### config.mk
export PLATFORM = sky130hd
export DESIGN_NAME = bba_find
export DESIGN_NICKNAME = d
export VERILOG_FILES = /design/src/hdl/bba_find.sv
export SDC_FILE = /design/constraint.sdc
export NUM_CORES = 1
export LEC_CHECK = 0
export ABC_AREA = 1
export BUFFER_PORTS_ARGS = -buffer_cell sky130_fd_sc_hd__buf_2
export CAP_MARGIN = 20
export CORE_AREA = 2 2 61 75
export DETAILED_ROUTE_END_ITERATION = 8
export DIE_AREA = 0 0 63 77
export PLACE_DENSITY_LB_ADDON = 0.2
export SYNTH_ARGS = -nofsm -noshare
export SYNTH_HDL_FRONTEND = slang
export SYNTH_SLANG_ARGS = --single-unit
### constraint.sdc
create_clock -name vclk -period 3.2
set_input_delay 0 -clock vclk [all_inputs]
set_output_delay 0 -clock vclk [all_outputs]
set_load 0.05 [all_outputs]
### src/hdl/bba_find.sv
module bba_find #(
    parameter int WORD_BITS = 64
) (
    input  logic [WORD_BITS-1:0]         i_word,
    input  logic [$clog2(WORD_BITS)-1:0] i_rem,
    input  logic                         i_last,
    output logic                         o_found,
    output logic [$clog2(WORD_BITS)-1:0] o_idx
);

    localparam int WB_LOG = $clog2(WORD_BITS);

    logic [WORD_BITS-1:0] eff;

    // bits beyond the end of the managed area count as used
    always_comb begin
        for (int i = 0; i < WORD_BITS; i++) begin
            eff[i] = i_word[i] | (i_last & (WB_LOG'(i) > i_rem));
        end
    end

    // lowest clear bit
    always_comb begin
        o_idx = '0;
        for (int i = WORD_BITS - 1; i >= 0; i--) begin
            if (!eff[i]) begin
                o_idx = WB_LOG'(i);
            end
        end
    end

    assign o_found = ~&eff;

endmodule

==> metrics.csv, run 1 <==
stage,metric,value,unit
critical_path,worstSetupEndpointType,output pin,
floorplanning,rows,26,
synth,syn_avg_cell_area,4.41,um2
critical_path,critical_path.slowest_cell,buf_6,
synth,ys_seq_area_share,0,%
layout,clockBufferCount,0,
outcome,status,"finished, violations left",
global_route,grt_first_pass_wirelength,12.2,mm
floorplanning,die_h,77,um
floorplanning,start_util,44.3,%
global_route,antenna_found_initial,0,
floorplanning,core-area,0.00413,mm2
global_route,grt_pass1_vias,3005,
routing,drt_iter0_markers,119,
sta,tightest_slew,0.354,ns
global_route,track_usage,30.5,%
critical_path,crit_top_cell,nand2_1,
hold_path,worstHoldPathType,input port to output pin,
placement,place.gp.congestion,1.02,
critical_path,crit_type,input port to output pin,
sta,finalHoldViolations,0,
layout,final-instance-count-excl-fill,618,
layout,drive_above_1_share,34.0,%
layout,layout_common_cells,"nand2_1, inv_1, buf_4",
routing,vias,3028,
critical_path,crit_fanout,7,
pwr,total_power,414,uW
synth,syn_nets,486,
layout,area_growth,64.0,%
sta,finalSetupViolCount,2,
layout,n_antenna_cell,0,
placement,hpwl,6.21,mm
global_route,grt-ovfl-total,0,
cts,cts_hold_buf,0,
synth,syn_area,0.00183,mm2
floorplanning,ios,78,
layout,nets,635,
routing,drc_errors,0,
hold_path,holdPathStages,4,
synth,synth_cell_types,31,
pwr,max-vdd-ir-drop,0.0917,mV
synth,syn_inst,415,
sta,setup-tns-final,-0.735,ns
sta,min_period,3.77,ns
floorplanning,die-width,63,um
layout,final-seq-area,0,um2
pwr,power.density,138,mW/mm2
layout,multi_input_area,0.00156,mm2
routing,vias_per_cell,4.90,
layout,finalCoreUtilization,72.6,%
routing,dr.pass1.iters,4,
critical_path,arrival,3.77,ns
routing,routed_wl,7.67,mm
global_route,grt_max_degree,13,
run,max_cap_violations,0,
pwr,p_leak,0.00180,uW
routing,avgRoutedWirePerCell,12.4,um
synth,ys_warn_count,0,
outcome,failed_checks,negative setup slack,
layout,fill_cells,420,
sta,fin_crit_sh,118,%
layout,seq_cell_count,0,
sta,setup_ws,-0.571,ns
layout,final_common_cell,nand2_1,
routing,ant_nets,0,
floorplanning,die_area,0.00485,mm2
sta,grt_setup_unrepaired,yes,
critical_path,slowest_delay,0.16,ns
placement,dpl.cell_count,614,
sta,slew_headroom,76.2,%
sta,fmax,265,MHz
critical_path,cp-start-kind,input port,
sta,report.final.slew_viol_count,0,
placement,port_buffers,78,
critical_path,cp.required,3.20,ns
-- worst paths after layout --
check      start  endpoint  slack (ns)
max     i_rem[2]  o_idx[0]       -0.57
min    i_word[0]  o_idx[0]        0.37
-- cells in the mapped netlist, types with 2 or more instances --
| cell | number | area, um2 |
|---|---|---|
| nand3_1 | 9 | 45.0 |
| buf_4 | 2 | 15.0 |
| nand4_1 | 2 | 12.5 |
| a21oi_1 | 36 | 180 |
| a31oi_1 | 6 | 37.5 |
| nor2_1 | 76 | 285 |
| o31ai_1 | 3 | 22.5 |
| a21o_1 | 2 | 15.0 |
| nand2_1 | 125 | 469 |
| nand2_2 | 5 | 31.3 |
| nor3_1 | 6 | 30.0 |
| buf_2 | 4 | 20.0 |
| o21ai_0 | 17 | 85.1 |
| a31o_2 | 2 | 17.5 |
| or2_2 | 3 | 18.8 |
| inv_2 | 6 | 22.5 |
| o21bai_1 | 13 | 97.6 |
| inv_1 | 83 | 312 |
| a21boi_0 | 2 | 15.0 |
| o211ai_1 | 2 | 15.0 |
-- where the power goes --
part	total, uW	internal (uW)	switching, uW
logic	414	190	224
registers	0	0	0
clock network	0	0	0
-- worst max-delay path: cells and delay by family --
family,cells,cell delay (ns)
buffers and inverters,2,0.26
and+or+nand+nor,65,3.37
AOI/OAI and AO/OA,1,0.14
-- per-stage QoR --
step,hold slack (ns),cell area (um2),setup slack [ns]
after detailed placement,0.428,2820,-0.707
after global placement,0.419,2820,-0.632
after global routing,0.405,3000,-1.24
after floorplan,0.170,1880,-0.161
after CTS,0.376,2950,-0.475
final,0.372,3000,-0.571
-- cells by family after synthesis --
| logic type | synth area share, % |
|---|---|
| compound gates | 29.2 |
| buf+inv | 20.4 |
| simple gates | 50.4 |
-- final cells by class --
cell class                      count  area share [%]
Multi-Input combinational cell    319            52.1
Tap cell                           56            2.34
Inverter                           89            11.1
Timing Repair Buffer              154            34.4
-- repair_timing --
item,CTS,global route
pin swaps,10,14
buffers inserted,3,1
resized for setup,31,13
setup endpoints to repair,2,2
-- metal layers --
| layer | part of all wire, % | global-route usage [%] |
|---|---|---|
| met1 | 40 | 33.1 |
| met2 | 52 | 59.7 |
| met3 | 4.1 | 2.20 |
| met4 | 3.8 | 11.8 |
| met5 | 0 | 0 |
Power figures use the tool's default switching activity.
==> run 2, diff against run 1 <==
CORE_AREA = 2 2 56 69   (was 2 2 61 75)
DIE_AREA = 0 0 58 71   (was 0 0 63 77)
clock period = 4.5 ns   (was 3.2 ns; I/O delays follow)
==> run 2 against run 1 <==
Effect of this change:
- sequential share of layout area unchanged
- clock-buffer cell count unchanged
- die area down 15%
- final cell count down 14%
- critical path type unchanged
- sequential cell count unchanged
- worst setup slack better by 1.2 ns
- first-iteration DRC count up 54%
- the run now ends clean
- largest cell class unchanged
- power down 43%
- utilization down 2.7 points
- wire length down 17%
==> metrics.csv, run 2 (synthesis gave the netlist of run 1 again) <==
stage,metric,value,unit,change
hold_path,worstHoldPathType,input port to output pin,,
floorplanning,die_h,71,um,-7.8%
global_route,antenna_found_initial,0,,unchanged
critical_path,cp-endpoint,o_idx[0],,
routing,drt_iter0_markers,183,,+54%
critical_path,crit_top_cell,nand2_1,,
routing,ant_nets,0,,unchanged
global_route,track_usage,31.8,%,+1.3 points
layout,area_growth,33.2,%,
critical_path,cp-start-kind,input port,,
layout,final-instance-count-excl-fill,533,,-14%
floorplanning,rows,24,,-7.7%
placement,place.gp.congestion,0.946,,-6.9%
routing,vias,2840,,-6.2%
sta,min_period,3.83,ns,
floorplanning,die_area,0.00412,mm2,-15%
sta,finalSetupViolCount,0,,-2
layout,fill_cells,371,,-12%
layout,drive_above_1_share,22.5,%,-12 points
routing,dr.pass1.iters,6,,+2
layout,final-seq-area,0,um2,unchanged
pwr,power.density,96.9,mW/mm2,-30%
sta,report.final.slew_viol_count,0,,unchanged
routing,drc_errors,0,,unchanged
critical_path,critical_path.slowest_cell,buf_6,,
sta,fmax,261,MHz,
floorplanning,start_util,52.5,%,+8.2 points
global_route,grt-ovfl-total,0,,unchanged
sta,setup_ws,0.666,ns,+1.24 ns
layout,nets,567,,-11%
sta,fin_crit_sh,85.2,%,
critical_path,crit_start,i_rem[2],,
pwr,clkPwrFrac,0,%,unchanged
placement,port_buffers,78,,unchanged
pwr,p_int,93.9,uW,-50%
layout,n_antenna_cell,0,,unchanged
layout,seq_cell_count,0,,unchanged
sta,finalHoldViolations,0,,unchanged
pwr,max-vdd-ir-drop,0.0632,mV,-31%
pwr,p_leak,0.00147,uW,-18%
global_route,grt_max_degree,15,,+2
pwr,p_comb_share,100.0,%,about the same
cts,cts_hold_buf,0,,unchanged
critical_path,crit_type,input port to output pin,,
global_route,grt_pass1_vias,2600,,-13%
pwr,p_sw,142,uW,-37%
critical_path,arrival,3.83,ns,+0.06 ns
floorplanning,ios,78,,unchanged
global_route,grt_first_pass_wirelength,10.8,mm,-12%
critical_path,cp.required,4.50,ns,+1.30 ns
sta,setup-tns-final,0,ns,+0.735 ns
routing,avgRoutedWirePerCell,12.0,um,-3.3%
critical_path,worstSetupEndpointType,output pin,,
sta,tightest_slew,0.321,ns,-0.0325 ns
critical_path,slowest_delay,0.17,ns,about the same
pwr,switching_share,60.2,%,+6.0 points
layout,multi_input_area,0.00153,mm2,-2.5%
layout,clockBufferCount,0,,unchanged
routing,routed_wl,6.40,mm,-17%
placement,dpl.cell_count,528,,-14%
placement,pre_cts_ws,0.394,ns,+1.10 ns
placement,hpwl,5.36,mm,-14%
layout,layout_common_cells,"nand2_1, inv_1, nor2_1",,
routing,vias_per_cell,5.33,,+8.7%
pwr,seq_power_share,0,%,unchanged
critical_path,crit_fanout,9,,+2
sta,slew_headroom,78.3,%,+2.1 points
run,max_cap_violations,0,,unchanged
outcome,status,finished clean,,
floorplanning,core-area,0.00348,mm2,-16%
layout,final_common_cell,nand2_1,,
floorplanning,die-width,58,um,-7.9%
## run 2: cell type report
class                           instances  share of cell area (%)
Timing Repair Buffer                   86                    21.6
Tap cell                               39                    2.00
Multi-Input combinational cell        319                    62.6
Inverter                               89                    13.8
## run 2: worst min-delay path by stage
stage                     cells past startpoint  slack (ns)      start  endpoint
after floorplan                               2        0.17  i_word[0]  o_idx[0]
after global placement                        4        0.40  i_word[0]  o_idx[0]
after detailed placement                      4        0.40  i_word[0]  o_idx[0]
after CTS                                     4        0.40  i_word[0]  o_idx[0]
after global routing                          4        0.38  i_word[0]  o_idx[0]
final                                         4        0.36  i_word[0]  o_idx[0]
## run 2: repair_timing
item / CTS / global route
hold endpoints to repair: 0 / 0
setup endpoints to repair: 0 / 1
buffers inserted: 0 / 5
resized for setup: 0 / 45
## run 2: critical path: cells and delay by family
kind | cells | cell delay (ns)
AND/OR/NAND/NOR | 65 | 3.41
buffers and inverters | 2 | 0.29
AO/OA/AOI/OAI | 1 | 0.15
## run 2: metal layers
metal  vias up  global-route usage, %  part of all wire [%]  wire length [um]
met5         -                      0                     0                 0
met2       141                   55.3                    48              3070
met1      1231                   40.0                    40              2550
met3        20                   3.29                   8.6               549
li1       1448                      -                     -                 -
met4         0                   10.9                   3.4               219
## run 2: through the flow
step / util [%] / power [uW] / instance area (um2) / hold slack (ns)
after detailed placement: 64.7 / 212 / 2250 / 0.400
after CTS: 64.7 / 213 / 2250 / 0.402
final: 69.9 / 236 / 2440 / 0.365
after global placement: 64.7 / 209 / 2250 / 0.400
after global routing: 69.9 / 267 / 2440 / 0.379
after floorplan: - / 146 / 1830 / 0.169
## run 2: power by group through the flow
stage	Combinational (uW)	Clock [uW]	Sequential, uW
finish	236	0	0
global route	267	0	0
CTS	213	0	0
detailed placement	212	0	0
global placement	209	0	0
floorplan	146	0	0
==> run 3, diff against run 2 <==
REMOVE_ABC_BUFFERS = 1   (was default)
==> run 3 against run 2 <==
Effect of this change:
- maximum frequency is 1.0% higher
- clock-buffer cell count is the same
- power shrank 6.9%
- largest power group unchanged
- die area stayed put
- largest cell class unchanged
- final cell count down 1.3%
- cell area decreased by 5.8%
- critical path type unchanged
- first-iteration DRC count is 18% lower
- utilization down 4.0 points
- combinational power shrank 7%
- hold slack about the same
==> metrics.csv, run 3 (synthesis gave the netlist of run 1 again) <==
stage,metric,value,unit,change
floorplanning,core-area,0.00348,mm2,unchanged
critical_path,path_buf_inv,2,,unchanged
floorplanning,start_util,52.5,%,unchanged
critical_path,cpLargestDelayFamily,simple AND/OR/NAND/NOR gates,,
pwr,switching_share,61.9,%,+1.6 points
global_route,grt.met2_usage,54.7,%,-0.63 points
layout,layout_common_cells,"nand2_1, inv_1, nor2_1",,
global_route,grt-busiest-layer,met2,,
layout,nets,560,,-1.2%
routing,vias,2773,,-2.4%
global_route,grt-ovfl-total,0,,unchanged
floorplanning,ios,78,,unchanged
floorplanning,die_h,71,um,unchanged
global_route,use_met1,35.3,%,-4.7 points
sta,slew_headroom,76.9,%,-1.4 points
sta,setup-tns-final,0,ns,unchanged
sta,fin_crit_sh,84.3,%,-0.88 points
layout,drive_above_1_share,21.1,%,-1.3 points
global_route,track_usage,29.7,%,-2.1 points
global_route,antenna_found_initial,0,,unchanged
floorplanning,die-width,58,um,unchanged
global_route,grt_first_pass_wirelength,10.2,mm,-5.8%
floorplanning,rows,24,,unchanged
pwr,p_comb_share,100.0,%,about the same
routing,ant_nets,0,,unchanged
sta,tightest_slew,0.342,ns,+0.0207 ns
pwr,power.density,95.7,mW/mm2,-1.2%
floorplanning,die_area,0.00412,mm2,unchanged
critical_path,slowest_delay,0.17,ns,about the same
critical_path,crit_type,input port to output pin,,
routing,vias_per_cell,5.27,,-1.1%
critical_path,worstSetupEndpointType,output pin,,
layout,area_growth,25.5,%,
layout,finalCoreUtilization,65.9,%,-4.0 points
layout,fin_area,0.00230,mm2,-5.8%
pwr,p_leak,0.00141,uW,-4.1%
placement,pre_cts_ws,0.434,ns,+0.0397 ns
pwr,seq_power_share,0,%,unchanged
outcome,status,finished clean,,
critical_path,crit_top_cell,nand2_1,,
sta,report.final.slew_viol_count,0,,unchanged
sta,hold_ws,0.365,ns,+0.000184 ns
pwr,max-vdd-ir-drop,0.0586,mV,-7.3%
critical_path,cp-endpoint,o_idx[0],,
cts,post_cts_buffers,0,,unchanged
global_route,grt_max_degree,25,,+10
global_route,grt_pass1_vias,2625,,+0.96%
routing,drt_iter0_markers,150,,-18%
sta,setup_ws,0.706,ns,+0.0394 ns
placement,place.gp.congestion,0.985,,+4.1%
critical_path,cp.required,4.50,ns,about the same
critical_path,crit_start,i_rem[4],,
layout,final_common_cell,nand2_1,,
sta,finalHoldViolations,0,,unchanged
layout,fill_cells,391,,+5.4%
run,max_cap_violations,0,,unchanged
critical_path,crit_fanout,7,,-2
critical_path,arrival,3.79,ns,-0.04 ns
sta,min_period,3.79,ns,-0.0394 ns
critical_path,cp-start-kind,input port,,
sta,grt_setup_unrepaired,no,,
layout,seq_cell_count,0,,unchanged
pwr,p_sw,136,uW,-4.4%
placement,port_buffers,78,,unchanged
placement,placed_cell_area,0.00224,mm2,-0.67%
layout,final-seq-area,0,um2,unchanged
hold_path,worstHoldPathType,input port to output pin,,
routing,drc_errors,0,,unchanged
placement,hpwl,5.19,mm,-3.1%
pwr,clkPwrFrac,0,%,unchanged
routing,avgRoutedWirePerCell,11.6,um,-3.3%
routing,routed_wl,6.10,mm,-4.6%
sta,fmax,264,MHz,+1.0%
global_route,grt_use_met3,0.731,%,-2.6 points
pwr,p_int,83.8,uW,-11%
critical_path,cp_num_cells,68,,unchanged
critical_path,critical_path.slowest_cell,buf_6,,
cts,cts_hold_buf,0,,unchanged
layout,n_antenna_cell,0,,unchanged
sta,finalSetupViolCount,0,,unchanged
routing,dr.pass1.iters,5,,-1
layout,clockBufferCount,0,,unchanged
-- run 3: cell types whose count changed in the layout (fill, tap and decap cells not counted), moves of 2 or more --
cell,previous run,this run
nand2_8,3,1
buf_12,2,0
nand2_2,3,5
buf_8,2,0
buf_4,8,3
nor2_2,0,2
-- run 3: area by class of cell --
class	instances	area, um2	area share (%)
well taps	39	48.8	2.13
inverters	89	334	14.6
multi-input cells	319	1480	64.6
repair buffers	79	430	18.7
-- run 3: what timing repair did --
item                                    in CTS  in global routing
endpoints found under the setup margin       0                  1
gates resized for setup                      0                 24
endpoints found under the hold margin        0                  0
-- run 3: routing by layer --
metal	vias up	wire (um)	part of all wire (%)
met5	-	0	0
met4	0	126	2.1
met3	16	424	6.9
met2	125	3090	51
met1	1200	2470	40
li1	1432	-	-
-- run 3: tightest hold or removal path, stage by stage --
cell and delay, ns:
buf_2 0.10, inv_1 0.08, a21oi_2 0.04, buf_6 0.14
-- run 3: worst min path at each step --
stage / cells past startpoint / endpoint / start
floorplan: 2 / o_idx[0] / i_word[0]
global placement: 4 / o_idx[0] / i_word[0]
detailed placement: 4 / o_idx[0] / i_word[0]
CTS: 4 / o_idx[0] / i_word[0]
global route: 4 / o_idx[0] / i_word[0]
finish: 4 / o_idx[0] / i_word[0]
-- run 3: metrics by stage --
| stage | cells | total power, uW |
|---|---|---|
| after floorplan | 408 | 139 |
| after global placement | 526 | 207 |
| after detailed placement | 526 | 209 |
| after CTS | 526 | 210 |
| after global routing | 526 | 249 |
| final | 526 | 220 |
-- run 3: power by group through the flow --
| stage | clock network, uW | logic [uW] | registers (uW) |
|---|---|---|---|
| after CTS | 0 | 210 | 0 |
| after global routing | 0 | 249 | 0 |
| after global placement | 0 | 207 | 0 |
| after floorplan | 0 | 139 | 0 |
| final | 0 | 220 | 0 |
| after detailed placement | 0 | 209 | 0 |
